[config.mk]
export PLATFORM = sky130hd
export DESIGN_NAME = gas_cell_store
export DESIGN_NICKNAME = d
export VERILOG_FILES = /design/src/rtl/gas_pkg.sv /design/src/rtl/gas_cell_store.sv
export SDC_FILE = /design/constraint.sdc
export NUM_CORES = 1
export LEC_CHECK = 0
export BUFFER_PORTS_ARGS = -buffer_cell sky130_fd_sc_hd__buf_2
export CORE_UTILIZATION = 50
export CTS_CLUSTER_DIAMETER = 100
export DETAILED_ROUTE_END_ITERATION = 12
export PLACE_DENSITY = 0.67
export SLEW_MARGIN = 10
export SYNTH_ARGS = -nofsm -noshare
export SYNTH_HDL_FRONTEND = slang
export SYNTH_SLANG_ARGS = --single-unit
[constraint.sdc]
create_clock -name clk -period 3.1 [get_ports clk]
set_clock_uncertainty 0.2 [all_clocks]
set_input_delay 0.155 -clock clk [delete_from_list [all_inputs] [get_ports clk]]
set_output_delay 0.155 -clock clk [all_outputs]
set_load 0.02 [all_outputs]
[src/rtl/gas_pkg.sv]
package gas_pkg;

	localparam int MAX_ROWS = 16;
	localparam int MAX_COLS = 16;
	localparam int ROW_W    = 4;
	localparam int COL_W    = 4;
	localparam int CELL_AW  = ROW_W + COL_W;
	localparam int CELLS    = MAX_ROWS * MAX_COLS;
	localparam int DIM_W    = 5;
	localparam int CNT_W    = 9;
	localparam int G_W      = 9;
	localparam int H_W      = 5;
	localparam int F_W      = 10;
	localparam int SEQ_W    = 9;

	localparam logic [1:0] OP_LOAD   = 2'd0;
	localparam logic [1:0] OP_SEARCH = 2'd1;
	localparam logic [1:0] OP_READ   = 2'd2;
	localparam logic [1:0] OP_UNUSED = 2'd3;

	localparam logic REG_ROWS = 1'b0;
	localparam logic REG_COLS = 1'b1;

	typedef enum logic [2:0] {
		ST_OBSTACLE   = 3'd0,
		ST_EMPTY      = 3'd1,
		ST_EXPANDED   = 3'd2,
		ST_DISCOVERED = 3'd3,
		ST_START      = 3'd4,
		ST_FINISH     = 3'd5
	} cell_state_t;

	typedef struct packed {
		logic [ROW_W-1:0] r;
		logic [COL_W-1:0] c;
		logic [G_W-1:0]   g;
		logic [F_W-1:0]   f;
		logic [SEQ_W-1:0] seq;
	} open_entry_t;

	typedef struct packed {
		logic               we;
		logic [CELL_AW-1:0] waddr;
		cell_state_t        wdata;
		logic               re;
		logic [CELL_AW-1:0] raddr;
	} cell_req_t;

	typedef struct packed {
		logic               we;
		logic [CELL_AW-1:0] waddr;
		open_entry_t        wdata;
		logic               re;
		logic [CELL_AW-1:0] raddr;
	} open_req_t;

	function automatic logic [CELL_AW-1:0] cell_addr(input logic [ROW_W-1:0] r,
			input logic [COL_W-1:0] c);
		return {r, c};
	endfunction

	// manhattan distance to the goal
	function automatic logic [H_W-1:0] manhattan(input logic [ROW_W-1:0] r,
			input logic [COL_W-1:0] c, input logic [ROW_W-1:0] gr,
			input logic [COL_W-1:0] gc);
		logic [ROW_W-1:0] dr;
		logic [COL_W-1:0] dc;
		dr = (r > gr) ? r - gr : gr - r;
		dc = (c > gc) ? c - gc : gc - c;
		return H_W'(dr) + H_W'(dc);
	endfunction

	function automatic logic [DIM_W-1:0] clamp_dim(input logic [DIM_W-1:0] v,
			input logic [DIM_W-1:0] maxv);
		logic [DIM_W-1:0] res;
		if (v == '0) begin
			res = DIM_W'(1);
		end else if (v > maxv) begin
			res = maxv;
		end else begin
			res = v;
		end
		return res;
	endfunction

endpackage

[src/rtl/gas_cell_store.sv]
module gas_cell_store (
	input  logic                 clk,
	input  logic                 arst_n,
	input  gas_pkg::cell_req_t   req,
	output gas_pkg::cell_state_t rdata
);
	import gas_pkg::*;

	cell_state_t      mem [CELLS];
	logic [CELLS-1:0] vld_q;
	cell_state_t      data_q;
	logic             hit_q;

	always_ff @(posedge clk) begin
		if (req.we) begin
			mem[req.waddr] <= req.wdata;
		end
		if (req.re) begin
			data_q <= mem[req.raddr];
		end
	end

	// a cell never written reads as empty
	always_ff @(posedge clk or negedge arst_n) begin
		if (!arst_n) begin
			vld_q <= '0;
			hit_q <= 1'b0;
		end else begin
			if (req.we) begin
				vld_q[req.waddr] <= 1'b1;
			end
			if (req.re) begin
				hit_q <= vld_q[req.raddr];
			end
		end
	end

	assign rdata = hit_q ? data_q : ST_EMPTY;

endmodule

==> key figures <==
Logic synthesis
  • Unique masters post-synth: 42
  • Top area cells in the synthesized netlist: edfxtp_1 57%, dfrtp_1 16%, mux4_2 13%
  • Xor/xnor cell area share of the yosys netlist: 0%
  • Post-Synthesis Cells: 2299
  • Mux cell area share after synthesis: around 14%
  • Nets in the synthesized netlist: about 2300
  • Netlist Area Pre-Place: ~41000 sq um
  • Seq/Total Area, Yosys: between 70 and 80%
  • Area leader, netlist: edfxtp_1
  • Largest family of logic cells by synthesized area: multiplexers
  • Arithmetic-cell share of the synthesized area counting full adders, half adders and majority gates: 0%
  • Count of yosys warnings during synthesis: 0
  • FF+latch count, synth: around 1000
  • Count of flip-flops with a built-in enable after synthesis: 771
  • Fraction of registers with async set or reset after synthesis: 25.00%
  • Post-synth top area share: ~57%
  • Dominant register cell in the synthesized netlist: edfxtp_1
  • Share of the synthesized area in compound gates (AO/OA/AOI/OAI): 3.400%
  • Post-synthesis share of cell area spent on and, or, nand and nor gates: ~8%
  • Post-Syn Area per Cell: ~18 sq um

Global route
  • Number of antenna violations at the first check in global routing: 3
  • Leftover overflow at the end of global routing: 0
  • Global-route wire length before repair: 152.8 mm
  • Met3 global-route usage: between 5 and 6%
  • Via count of the first global-routing pass: around 23000
  • Overall routing resource usage: between 20% and 30%
  • Met2 routing resource usage after global routing: between 40 and 50%
  • Met1 Resource Use GR: a little over a third
  • Pin count of the biggest net entering global routing: ~100
  • Grt peak-use layer: met2

Power
  • Power density over cell area: around 640 nW/um^2
  • Maximum ir drop on the vdd rail: approximately 450 uV
  • Leakage dissipation: 17.02 nW

STA
  • Final min period: roughly 3.0 ns
  • Final Max Tran Viols: 0
  • Worst rel slew slack: between 30% and 40%
  • Actual slew at the worst max-slew pin: about 0.94 ns
  • Setup TNS after final layout: 0 ns
  • Number of endpoints failing setup at the final stage: 0
  • Fmax achieved: between 0.3 and 0.4 GHz
  • Final Hold Vio Count: 0
  • Final worst-path setup slack: ~0.093 ns
  • Final worst path period share: around 97%
  • RSZ-0062 raised after global routing: no

Die
  • Floorplan die area: 82480 sq um
  • Width of the die: about 290 microns
  • Starting utilization of the core area: around half
  • Top Ports: 26
  • Die Span Y: 287.2 microns
  • Area of the core: roughly 81000 sq um
  • Core Rows: 104

Layout
  • Fill cells: about 6000
  • Fraction of final layout cells sized beyond drive strength 1: between 30 and 40%
  • Area added between synthesis and finish: 14.87%
  • Net count reported at finish: approximately 2500

Setup path
  • Minimum setup slack among reg-to-reg paths: roughly 0.093 ns
  • CP Max Fanout: 1
  • Worst reg2reg endpoint: data_q[1]
  • WP data arrival: ~3.3 ns
  • Logic depth of the worst register-to-register path: 7
  • Critical Setup Path Class: flip-flop to flip-flop
  • Critical path launch point type: flip-flop
  • Worst endpoint required time: around 3.3 ns
  • R2R Path Start: mem[59][1]
  • CP Capture Type: flip-flop

Hold path
  • Endpoint of the worst hold path: mem[200][1]
  • Hold Path Stages: 4
  • Min-Delay Path Class: input pin to flip-flop
  • Hold Crit Start: req[19]

CTS
  • Worst-Skew Late Latency: 0.69 ns
  • Clock tree buffer depth: 3
  • Number of levels the H-tree was split into: 3
  • Clk Tree Root Cell: clkbuf_16
  • Number of buffers created by CTS: ~100
  • # clock sinks: between 1000 and 1500
  • Clock Pin Slew Worst Setup and Hold Paths: 0.07 ns
  • TritonCTS clock tree: built

Placement
  • Setup WS pre-CTS: -0.2573 ns
  • Half-perimeter wire length after detailed placement: about 66 mm
  • Final weighted congestion in routability-driven placement: around 0.9
  • Port-buffer cells: 25

Status
  • Outcome: finished clean

Flow run
  • Maximum Capacitance Violations: 0

Route
  • Count of TritonRoute iterations in the first routing pass: 5
  • Routed length per instance: between 20 and 30 microns
  • Number of DRC markers after the initial detailed-route iteration: 2626
  • DR vias: 22180
  • Post-detailed-route count of antenna-violating nets: 0
  • DRC violations left: 0
  • Routed Wire Length: 102.4 mm
  • Vias per cell: 6.148
## cells in the mapped netlist (2+ instances only)
master,number
edfxtp_1,771
nor2_1,273
dfrtp_1,257
or2_2,256
mux4_2,237
a22oi_1,103
clkbuf_1,81
a21oi_1,55
mux2i_1,38
nand2_1,32
nand3_1,27
buf_1,17
buf_2,16
nor4_1,16
buf_4,12
o221ai_1,12
nand4_1,11
buf_6,9
nor2b_1,9
o22ai_1,9
nor3_1,8
nand2b_1,7
inv_1,5
mux2_2,5
a211oi_1,4
a31oi_1,3
and2_1,3
or3_1,3
a2111oi_0,2
a22o_1,2
a311oi_1,2
nand3b_1,2
o21ai_0,2
o32ai_1,2
## cell families (layout without fill, tap and decap cells)
kind of cell | count (synthesis) | in the layout
other | 0 | 3
and+or+nand+nor | 648 | 648
buffers and inverters | 142 | 388
muxes | 280 | 280
AOI/OAI and AO/OA | 201 | 201
DFF | 1028 | 1028
## worst max-delay path by stage
stage | cells after the start | end | startpoint
after global routing | 7 | data_q[1] | mem[58][1]
after floorplan | 9 | data_q[0] | req[0]
after CTS | 7 | data_q[0] | mem[215][0]
after detailed placement | 9 | data_q[0] | req[0]
final | 7 | data_q[1] | mem[59][1]
after global placement | 9 | data_q[0] | req[0]
## per-stage QoR
stage	power, W	utilization (%)	hold slack (ns)	cell area (sq um)	cells
6_report	0.02989	58.00	0.05585	46720	3608
3_3_place_gp	0.01738	53.42	0.06584	43030	3393
2_1_floorplan	0.01654	-	-0.3406	40670	2299
5_1_grt	0.03070	57.99	0.07699	46710	3605
4_1_cts	0.03002	57.98	0.01426	46700	3605
3_5_place_dp	0.01743	53.42	0.07703	43030	3393
## sequential cells by signal, indices dropped and copies added, names as in the netlist
signal	cells
data_q	3
mem	768
hit_q	1
vld_q	256
## layer usage
metal / up-vias / share of wire (%)
met1: 11670 / 40
li1: 9276 / -
met2: 1022 / 48
met5: - / 0.036
met4: 4 / 3.6
met3: 206 / 8.5
## worst max-delay path: stages (launching register included)
cell and delay (ns):
edfxtp_1 0.37, mux4_2 0.47, a22oi_1 0.26, a21oi_1 0.18, nor4_2 0.29, nor3_1 0.07, dlygate4sd3_1 0.58, or3_1 0.35
## timing repair
item	in CTS	in global routing
endpoints found under the hold margin	587	0
gates resized for setup	1	1
pin swaps	0	0
setup buffers	0	0
hold buffers	17	0
setup endpoints to repair	1	1
## report_power, final
group          internal [W]  switching, W
clock network       0.00731       0.00539
logic              0.000840       0.00108
registers            0.0151      0.000152
## area by class of cell
cell class	count	area [sq um]	share of cell area, %
antenna	3	7.507	0.01607
inverter	6	22.52	0.04821
timing repair buffer	187	1851	3.961
clock buffer	141	2790	5.972
multi-input combinational	1129	10450	22.36
sequential	1028	29580	63.32
clock inverter	54	691.9	1.481
tap	1060	1326	2.839
## placed cells by master, fill, tap and decap left out, types with 3 or more instances in the layout
| cell type | count |
|---|---|
| or3_1 | 3 |
| nand2_1 | 32 |
| buf_12 | 32 |
| nor3_1 | 8 |
| a22oi_1 | 103 |
| clkinv_16 | 3 |
| nand2b_1 | 7 |
| or2_2 | 256 |
| a21oi_1 | 55 |
| mux2i_1 | 38 |
| bufinv_16 | 11 |
| inv_1 | 5 |
| clkinvlp_4 | 7 |
| dlygate4sd3_1 | 16 |
| mux4_2 | 237 |
| diode_2 | 3 |
| clkbuf_16 | 103 |
| a31oi_1 | 3 |
| mux2_2 | 5 |
| clkbuf_8 | 7 |
| nor4_1 | 14 |
| o221ai_1 | 12 |
| nor2_1 | 271 |
| nand3_1 | 27 |
| dfrtp_1 | 257 |
| buf_6 | 3 |
| o22ai_1 | 9 |
| inv_16 | 3 |
| clkinv_1 | 11 |
| nor2b_1 | 8 |
| clkbuf_1 | 31 |
| clkinv_2 | 15 |
| nand4_1 | 11 |
| buf_8 | 3 |
| a211oi_1 | 4 |
| edfxtp_1 | 771 |
| buf_4 | 113 |
| buf_2 | 19 |
No activity file was read; power rests on OpenSTA's default activity.
